### config.mk
export PLATFORM = sky130hd
export DESIGN_NAME = oneshot_periodic_timer_table
export DESIGN_NICKNAME = d
export VERILOG_FILES = /design/src/hdl/optt_pkg.sv /design/src/hdl/oneshot_periodic_timer_table.sv
export VERILOG_INCLUDE_DIRS = /design/src /design/src/hdl
export SDC_FILE = /design/constraint.sdc
export NUM_CORES = 2
export LEC_CHECK = 0
export ABC_AREA = 1
export BUFFER_PORTS_ARGS = -buffer_cell sky130_fd_sc_hd__buf_2
export CAP_MARGIN = 20
export CORE_ASPECT_RATIO = 0.5
export CORE_UTILIZATION = 64
export DETAILED_ROUTE_END_ITERATION = 8
export PLACE_DENSITY_LB_ADDON = 0.05
export SYNTH_ARGS = -nofsm -noshare
export SYNTH_HDL_FRONTEND = slang
export SYNTH_SLANG_ARGS = --single-unit
### constraint.sdc
create_clock -name clock -period 10.2 [get_ports clock]
set_input_delay 1.02 -clock clock [delete_from_list [all_inputs] [get_ports clock]]
set_output_delay 1.02 -clock clock [all_outputs]
set_load 0.02 [all_outputs]
### src/hdl/oneshot_periodic_timer_table_macros.svh
// Assertion macros used by the timer table RTL.
`ifndef ONESHOT_PERIODIC_TIMER_TABLE_MACROS_SVH
`define ONESHOT_PERIODIC_TIMER_TABLE_MACROS_SVH

// Same-cycle implication, disabled while reset is high.
`define OPTT_ASSERT_IMPLIES(label, clk, rst, cond, expr) \
   label: assert property (@(posedge clk) disable iff (rst) (cond) |-> (expr)) \
      else $error("timer table assertion failed");

// Next-cycle implication, disabled while reset is high.
`define OPTT_ASSERT_NEXT(label, clk, rst, cond, expr) \
   label: assert property (@(posedge clk) disable iff (rst) (cond) |=> (expr)) \
      else $error("timer table assertion failed");

`endif

### src/hdl/optt_pkg.sv
// Package with constants and types of the one-shot and periodic timer table.
package optt_pkg;

   // Table size and field widths.
   localparam int SLOTS   = 16;
   localparam int SLOT_AW = $clog2(SLOTS);
   localparam int ID_W    = 5;
   localparam int TIME_W  = 32;
   localparam int SCALE_W = 16;

   // Opcodes of an input item.
   localparam logic [1:0] OP_TICK  = 2'd0;
   localparam logic [1:0] OP_SET   = 2'd1;
   localparam logic [1:0] OP_CLEAR = 2'd2;

   // Result status codes.
   typedef enum logic [2:0] {
      STATUS_OK        = 3'd0,
      STATUS_RANGE     = 3'd1,
      STATUS_NOT_FOUND = 3'd2,
      STATUS_MISMATCH  = 3'd3,
      STATUS_FULL      = 3'd4
   } status_type;

   // One slot entry as held in the slot memory.
   typedef struct packed {
      logic              oneshot;
      logic [TIME_W-1:0] window_start;
      logic [TIME_W-1:0] deadline;
      logic [TIME_W-1:0] period;
   } slot_type;

   // One result item.
   typedef struct packed {
      status_type      status;
      logic [ID_W-1:0] result_id;
      logic            fired;
      logic [ID_W-1:0] live_count;
      logic            last;
   } rsp_type;

endpackage

### src/hdl/oneshot_periodic_timer_table.sv
// Top level of the one-shot and periodic timer table.

// The block takes one command at a time: start is sampled while busy is low.
// A clear of id zero, of an id past the table, of a free slot, or an unknown
// opcode answers straight from idle; a checked clear first reads the slot and
// answers from the check state; a set runs the tick-to-millisecond multiply,
// the clock add and the slot write in that order. A tick runs the multiply and
// the add, then a walk of the 16 slots with one slot-memory read per cycle, a
// drain of the read pipeline and the final count result. Each result is shown
// for exactly one cycle with rsp_strobe high and cannot be held off, so the
// receiver must take every strobe; a tick gives at most one result per cycle.
// Slot records live in a one-port-read, one-port-write memory with registered
// read data; only the live bits sit in flip-flops, so there is no clearing
// pass after reset.

`include "oneshot_periodic_timer_table_macros.svh"

module oneshot_periodic_timer_table
   import optt_pkg::*;
(
   input  logic               clock,
   input  logic               reset,
   input  logic               start,
   output logic               busy,
   input  logic [1:0]         req_opcode,
   input  logic [TIME_W-1:0]  req_system_ticks,
   input  logic [TIME_W-1:0]  req_interval_ms,
   input  logic [ID_W-1:0]    req_timer_id,
   input  logic               req_one_shot,
   output logic               rsp_strobe,
   output logic [2:0]         rsp_status,
   output logic [ID_W-1:0]    rsp_result_id,
   output logic               rsp_fired,
   output logic [ID_W-1:0]    rsp_live_count,
   output logic               rsp_last,
   input  logic               csr_we,
   input  logic [SCALE_W-1:0] csr_wdata
);

   typedef enum logic [2:0] {
      ST_IDLE,
      ST_ADD,
      ST_SET,
      ST_CLR_CHK,
      ST_TICK_RUN,
      ST_TICK_DRAIN,
      ST_TICK_END
   } state_type;

   // Registers and their next values.
   state_type            state_ff, state_in;
   logic [SCALE_W-1:0]   time_scale_ff, time_scale_in;
   logic [TIME_W-1:0]    prev_ticks_ff, prev_ticks_in;
   logic [TIME_W-1:0]    now_ff, now_in;
   logic [TIME_W-1:0]    prod_ff, prod_in;
   logic [SLOTS-1:0]     live_ff, live_in;
   logic [ID_W-1:0]      lowest_ff, lowest_in;
   logic                 is_set_ff, is_set_in;
   logic [TIME_W-1:0]    interval_ff, interval_in;
   logic                 oneshot_ff, oneshot_in;
   logic [SLOT_AW-1:0]   idx_ff, idx_in;
   logic                 eval_vld_ff, eval_vld_in;
   logic [SLOT_AW-1:0]   eval_idx_ff, eval_idx_in;
   logic [ID_W-1:0]      count_ff, count_in;
   logic                 rsp_strobe_ff, rsp_strobe_in;
   rsp_type              rsp_ff, rsp_in;

   // Slot memory ports.
   slot_type             slot_mem [SLOTS];
   logic                 mem_we;
   logic [SLOT_AW-1:0]   mem_waddr;
   slot_type             mem_wdata;
   logic [SLOT_AW-1:0]   mem_raddr;
   slot_type             mem_rdata_ff;

   // Derived values.
   logic [TIME_W-1:0]    tick_delta;
   logic [TIME_W+SCALE_W-1:0] prod_full;
   logic [ID_W-1:0]      tid_m1;
   logic [SLOT_AW-1:0]   tid_idx;
   logic [ID_W-1:0]      lowest_m1;
   logic [SLOT_AW-1:0]   set_idx;
   logic [ID_W-1:0]      eval_id;
   logic                 waiting;

   // Lowest free id above the given id, or one past the table when none is free.
   function automatic logic [ID_W-1:0] next_free(input logic [SLOTS-1:0] live,
                                                 input logic [ID_W-1:0]  id);
      logic [ID_W-1:0] result;
      result = ID_W'(SLOTS + 1);
      for (int j = SLOTS - 1; j >= 0; j--) begin
         if (j >= int'(id) && !live[j]) begin
            result = ID_W'(j + 1);
         end
      end
      return result;
   endfunction

   assign tick_delta = req_system_ticks - prev_ticks_ff;
   assign prod_full  = time_scale_ff * tick_delta;
   assign tid_m1     = req_timer_id - 1'b1;
   assign tid_idx    = tid_m1[SLOT_AW-1:0];
   assign lowest_m1  = lowest_ff - 1'b1;
   assign set_idx    = lowest_m1[SLOT_AW-1:0];
   assign eval_id    = ID_W'(eval_idx_ff) + 1'b1;

   // Wrap-aware window test of the slot under evaluation against the clock.
   always_comb begin
      if (mem_rdata_ff.window_start < mem_rdata_ff.deadline) begin
         waiting = (mem_rdata_ff.window_start <= now_ff) &&
                   (now_ff < mem_rdata_ff.deadline);
      end else begin
         waiting = (now_ff < mem_rdata_ff.deadline) ||
                   (mem_rdata_ff.window_start <= now_ff);
      end
   end

   // Next-state logic for the sequencer, the table state and the result register.
   always_comb begin
      state_in      = state_ff;
      time_scale_in = time_scale_ff;
      prev_ticks_in = prev_ticks_ff;
      now_in        = now_ff;
      prod_in       = prod_ff;
      live_in       = live_ff;
      lowest_in     = lowest_ff;
      is_set_in     = is_set_ff;
      interval_in   = interval_ff;
      oneshot_in    = oneshot_ff;
      idx_in        = idx_ff;
      eval_vld_in   = eval_vld_ff;
      eval_idx_in   = eval_idx_ff;
      count_in      = count_ff;
      rsp_strobe_in = 1'b0;
      rsp_in        = '{STATUS_OK, '0, 1'b0, '0, 1'b1};
      mem_we        = 1'b0;
      mem_waddr     = eval_idx_ff;
      mem_wdata     = mem_rdata_ff;
      mem_raddr     = idx_ff;

      if (csr_we) begin
         time_scale_in = csr_wdata;
      end

      case (state_ff)
         ST_IDLE: begin
            if (start) begin
               case (req_opcode)
                  OP_TICK, OP_SET: begin
                     prev_ticks_in = req_system_ticks;
                     prod_in       = prod_full[TIME_W-1:0];
                     is_set_in     = (req_opcode == OP_SET);
                     interval_in   = req_interval_ms;
                     oneshot_in    = req_one_shot;
                     state_in      = ST_ADD;
                  end
                  OP_CLEAR: begin
                     if (req_timer_id == '0) begin
                        rsp_strobe_in = 1'b1;
                        rsp_in.status = STATUS_RANGE;
                     end else if (req_timer_id > ID_W'(SLOTS) || !live_ff[tid_idx]) begin
                        rsp_strobe_in = 1'b1;
                        rsp_in.status = STATUS_NOT_FOUND;
                     end else begin
                        mem_raddr   = tid_idx;
                        eval_idx_in = tid_idx;
                        oneshot_in  = req_one_shot;
                        state_in    = ST_CLR_CHK;
                     end
                  end
                  default: begin
                     rsp_strobe_in = 1'b1;
                     rsp_in.status = STATUS_RANGE;
                  end
               endcase
            end
         end
         ST_ADD: begin
            now_in = now_ff + prod_ff;
            if (is_set_ff) begin
               state_in = ST_SET;
            end else begin
               idx_in      = '0;
               count_in    = '0;
               eval_vld_in = 1'b0;
               state_in    = ST_TICK_RUN;
            end
         end
         ST_SET: begin
            rsp_strobe_in = 1'b1;
            if (lowest_ff > ID_W'(SLOTS)) begin
               rsp_in.status = STATUS_FULL;
            end else begin
               mem_we           = 1'b1;
               mem_waddr        = set_idx;
               mem_wdata        = '{oneshot_ff, now_ff, now_ff + interval_ff, interval_ff};
               live_in[set_idx] = 1'b1;
               lowest_in        = next_free(live_ff, lowest_ff);
               rsp_in.result_id = lowest_ff;
            end
            state_in = ST_IDLE;
         end
         ST_CLR_CHK: begin
            rsp_strobe_in = 1'b1;
            if (mem_rdata_ff.oneshot != oneshot_ff) begin
               rsp_in.status = STATUS_MISMATCH;
            end else begin
               live_in[eval_idx_ff] = 1'b0;
               if (eval_id < lowest_ff) begin
                  lowest_in = eval_id;
               end
            end
            state_in = ST_IDLE;
         end
         ST_TICK_RUN: begin
            mem_raddr   = idx_ff;
            eval_vld_in = 1'b1;
            eval_idx_in = idx_ff;
            idx_in      = idx_ff + 1'b1;
            if (idx_ff == SLOT_AW'(SLOTS - 1)) begin
               state_in = ST_TICK_DRAIN;
            end
         end
         ST_TICK_DRAIN: begin
            eval_vld_in = 1'b0;
            state_in    = ST_TICK_END;
         end
         ST_TICK_END: begin
            rsp_strobe_in     = 1'b1;
            rsp_in.live_count = count_ff;
            state_in          = ST_IDLE;
         end
         default: begin
            state_in = ST_IDLE;
         end
      endcase

      // Slot evaluation, in the cycle after the memory read of the walk.
      if (eval_vld_ff && live_ff[eval_idx_ff]) begin
         count_in = count_ff + 1'b1;
         if (!waiting) begin
            rsp_strobe_in    = 1'b1;
            rsp_in.result_id = eval_id;
            rsp_in.fired     = 1'b1;
            rsp_in.last      = 1'b0;
            if (mem_rdata_ff.oneshot) begin
               live_in[eval_idx_ff] = 1'b0;
               if (eval_id < lowest_ff) begin
                  lowest_in = eval_id;
               end
            end else begin
               mem_we    = 1'b1;
               mem_waddr = eval_idx_ff;
               mem_wdata = '{1'b0, mem_rdata_ff.deadline,
                             mem_rdata_ff.deadline + mem_rdata_ff.period,
                             mem_rdata_ff.period};
            end
         end
      end
   end

   // State, table control and registered result outputs.
   always_ff @(posedge clock) begin
      if (reset) begin
         state_ff      <= ST_IDLE;
         time_scale_ff <= SCALE_W'(1);
         prev_ticks_ff <= '0;
         now_ff        <= '0;
         live_ff       <= '0;
         lowest_ff     <= ID_W'(1);
         eval_vld_ff   <= 1'b0;
         rsp_strobe_ff <= 1'b0;
      end else begin
         state_ff      <= state_in;
         time_scale_ff <= time_scale_in;
         prev_ticks_ff <= prev_ticks_in;
         now_ff        <= now_in;
         live_ff       <= live_in;
         lowest_ff     <= lowest_in;
         eval_vld_ff   <= eval_vld_in;
         rsp_strobe_ff <= rsp_strobe_in;
      end
      prod_ff     <= prod_in;
      is_set_ff   <= is_set_in;
      interval_ff <= interval_in;
      oneshot_ff  <= oneshot_in;
      idx_ff      <= idx_in;
      eval_idx_ff <= eval_idx_in;
      count_ff    <= count_in;
      rsp_ff      <= rsp_in;
   end

   // Slot memory with registered read data.
   always_ff @(posedge clock) begin
      if (mem_we) begin
         slot_mem[mem_waddr] <= mem_wdata;
      end
      mem_rdata_ff <= slot_mem[mem_raddr];
   end

   // Port drive.
   assign busy           = (state_ff != ST_IDLE);
   assign rsp_strobe     = rsp_strobe_ff;
   assign rsp_status     = rsp_ff.status;
   assign rsp_result_id  = rsp_ff.result_id;
   assign rsp_fired      = rsp_ff.fired;
   assign rsp_live_count = rsp_ff.live_count;
   assign rsp_last       = rsp_ff.last;

   // A fired result is never the last one of a tick and names a real slot.
   `OPTT_ASSERT_IMPLIES(a_fired_not_last, clock, reset, rsp_strobe && rsp_fired, !rsp_last && rsp_result_id != '0)
   // A tick transfer always makes the block busy.
   `OPTT_ASSERT_NEXT(a_tick_goes_busy, clock, reset, start && !busy && req_opcode == OP_TICK, busy)
   // A result shown while idle closes its item.
   `OPTT_ASSERT_IMPLIES(a_idle_result_last, clock, reset, rsp_strobe && state_ff == ST_IDLE, rsp_last)
   // The lowest free id, when inside the table, points at a free slot.
   `OPTT_ASSERT_IMPLIES(a_lowest_is_free, clock, reset, lowest_ff <= ID_W'(SLOTS), !live_ff[set_idx])

endmodule
==> flow_summary.json <==
{
  "status": "complete, no violations",
  "fillers": 10570,
  "reg2reg_depth": 33,
  "initial_core_util": 0.651,
  "grt_max_degree": 208,
  "num_vias": 66650,
  "drc_errors": 0,
  "cts_resized": 0,
  "worstHoldStart": "req_interval_ms[29]",
  "hold_viol": 0,
  "routed_wl_mm": 268,
  "synth_warnings": 0,
  "holdPathEnd": "interval_ff[29]",
  "leakage_uw": 0.0378,
  "synthArstFlopShare": 0,
  "crit_path_max_incr_delay_ns": 0.55,
  "ys_seq_elements": 1849,
  "synth-edff-count": 1631,
  "maxSlewViolCount": 0,
  "grt_usage": 0.359,
  "setup_tns_ns": 0,
  "synth_area_leaders": "edfxtp_1 (52%), fa_1 (6.6%), o211ai_1 (5.9%)",
  "synth_top_cell_by_area": "edfxtp_1",
  "syn2layout_area_growth_pct": 8.31,
  "setup_viol": 0,
  "clkSinkCount": 1849,
  "numCtsBuffers": 166,
  "firstDrtPassIters": 9,
  "rows": 98,
  "arrival_ns": 8.67,
  "critPathCaptureType": "flop",
  "htreeDepth": 4,
  "dieArea_um2": 148000,
  "core_um2": 144000,
  "min_path_type": "in -> reg",
  "synthFlopType": "edfxtp_1",
  "clkLatencyLatePin_ns": 0.84,
  "skew_ns": 0.0850,
  "drive_above_1_share": 0.0742,
  "power_density_nw_per_um2": 284,
  "r2r_start": "prev_ticks_ff[0]",
  "crit_top_cell": "nand2_1",
  "path_clk_slew_ns": 0.07,
  "pre_cts_ws_ns": 1.32,
  "cts_tree": "built",
  "grt_pass1_wl_mm": 395,
  "whs_path_depth": 1,
  "wire_per_inst_um": 25.2,
  "synth_nets": 9248,
  "r2r-end": "prod_ff[28]",
  "finalCritPeriodShare": 0.800,
  "ant_nets": 0,
  "fp.dieH_um": 273,
  "worst_slack_ns": 2.04,
  "syn_area_um2": 93700,
  "cts-hold-fix-buffers": 0,
  "worstPathMaxFanout": 10,
  "postCtsSetupRepairBufs": 0,
  "gp_congestion": 0.956,
  "critPathKind": "in -> reg",
  "io_buffers": 108,
  "cp-start-kind": "input pin",
  "via_per_inst": 6.29,
  "pin_count": 109,
  "crit_slowest_cell": "fa_1",
  "grt_setup_unrepaired": "no",
  "final_common_cell": "edfxtp_1",
  "clockBufferDepth": 4,
  "vdd_drop_max_mv": 0.572,
  "gr-total-overflow": 0,
  "drv_cap": 0,
  "avgSynthCellArea_um2": 11.0,
  "grt_pass1_vias": 62885,
  "timing.fmax_mhz": 123,
  "fin_crit_ns": 8.16,
  "final_nets": 9213,
  "seq_area_frac_synth": 0.569,
  "synth_top_area_frac": 0.523,
  "drtIter0Drc": 8567,
  "slew_headroom": 0.157,
  "netlist_instances": 8548,
  "clock-root-buffer": "clkbuf_16",
  "layout_common_cells": "edfxtp_1 (1631), nand2_1 (1022), inv_1 (892), nor2_1 (808), o211ai_1 (731)",
  "r2r_setup_slack_ns": 2.21,
  "die_w_um": 543,
  "hpwlAfterDp_mm": 155,
  "synth_cell_type_count": 54,
  "cp.required_ns": 10.71,
  "antenna_found_initial": 9,
  "tightest_slew_ns": 1.27
}
==> cell usage after synthesis (15+ instances only) <==
cell and instances:
nand4_1 24, fa_1 308, o211ai_1 731, xor2_1 74, inv_1 894, or2_0 261, dfxtp_1 218, o21ai_0 691
a31oi_1 15, o221ai_1 44, a211oi_1 19, nand2_1 1023, buf_2 95, clkbuf_1 234, xnor2_1 48, ha_1 300
edfxtp_1 1631, clkbuf_2 22, nor2_1 826, a21oi_1 351, nor3_1 41, buf_4 31, o211ai_2 35, or2_2 104
buf_1 30, nand3_1 333
==> state kept, by name (all words and copies together), names as in the netlist, 3 cells and up <==
name / cells
slot_mem: 1552
state_ff: 3
lowest_ff: 5
rsp_result_id: 5
time_scale_ff: 16
prev_ticks_ff: 32
count_ff: 5
prod_ff: 32
eval_idx_ff: 4
now_ff: 32
rsp_status: 3
mem_rdata_ff: 97
rsp_live_count: 5
live_ff: 16
interval_ff: 32
idx_ff: 4
==> logic make-up (layout without fill, tap and decap cells) <==
family | count (synthesis) | after routing | synth area share
other | 0 | 9 | 0
DFF | 1849 | 1849 | 0.569
xor gates and xnor gates | 122 | 122 | 0.0114
buffers and inverters | 1339 | 1433 | 0.0576
adders and majority gates | 608 | 608 | 0.106
AOI/OAI and AO/OA | 1981 | 1981 | 0.133
and+or+nand+nor | 2649 | 2649 | 0.123
==> how the worst max path moves through the flow <==
stage	from	end	slack [ns]
2_1_floorplan	req_system_ticks[0]	prod_ff[28]	2.66
3_3_place_gp	req_system_ticks[0]	prod_ff[28]	1.46
3_5_place_dp	req_system_ticks[0]	prod_ff[28]	1.32
4_1_cts	req_system_ticks[0]	prod_ff[28]	2.12
5_1_grt	req_system_ticks[0]	prod_ff[28]	1.66
6_report	req_system_ticks[0]	prod_ff[28]	2.04
==> stage by stage <==
step	util	hold WS [ns]	instance area (um2)	instances	power (uW)
6_report	0.705	0.370	102000	10601	28900
5_1_grt	0.704	0.342	101000	10593	30700
4_1_cts	0.703	0.335	101000	10570	28700
3_5_place_dp	0.666	0.450	96000	10273	22500
3_3_place_gp	0.666	0.443	96000	10270	22300
2_1_floorplan	-	0.433	93700	8548	19000
==> worst max-delay path: cells and delay by family <==
kind | cells | cell delay (ns)
adder cells (fa/ha/maj) | 9 | 3.92
buffers and inverters | 7 | 0.93
AND/OR/NAND/NOR | 13 | 1.77
AO/OA/AOI/OAI | 5 | 0.94
XOR/XNOR | 1 | 0.08
==> power breakdown <==
group	leakage (uW)	switching, uW	internal, uW
logic	0.0187	8190	4460
registers	0.0165	387	9570
clock network	0.00259	2800	3460
total	0.0378	11400	17500
==> metal layers <==
metal / wire length [um] / vias to the layer above / part of all wire / GRT usage
met5: 56 / - / 0.00021 / 0
met4: 7350 / 8 / 0.027 / 0.0952
met3: 31700 / 451 / 0.12 / 0.0774
met2: 114000 / 3730 / 0.43 / 0.527
met1: 114000 / 32558 / 0.43 / 0.544
li1: - / 29903 / - / -
==> area by class of cell <==
class / count / area, um2 / area share
timing repair buffer: 223 / 1740 / 0.0171
clock inverter: 70 / 722 / 0.00711
multi-input combinational: 5360 / 35200 / 0.347
clock buffer: 227 / 4600 / 0.0454
tap: 1950 / 2440 / 0.0240
sequential: 1849 / 53300 / 0.525
inverter: 913 / 3450 / 0.0340
antenna: 9 / 22.5 / 0.000222
Note: power is estimated with default switching activity, not from simulation.
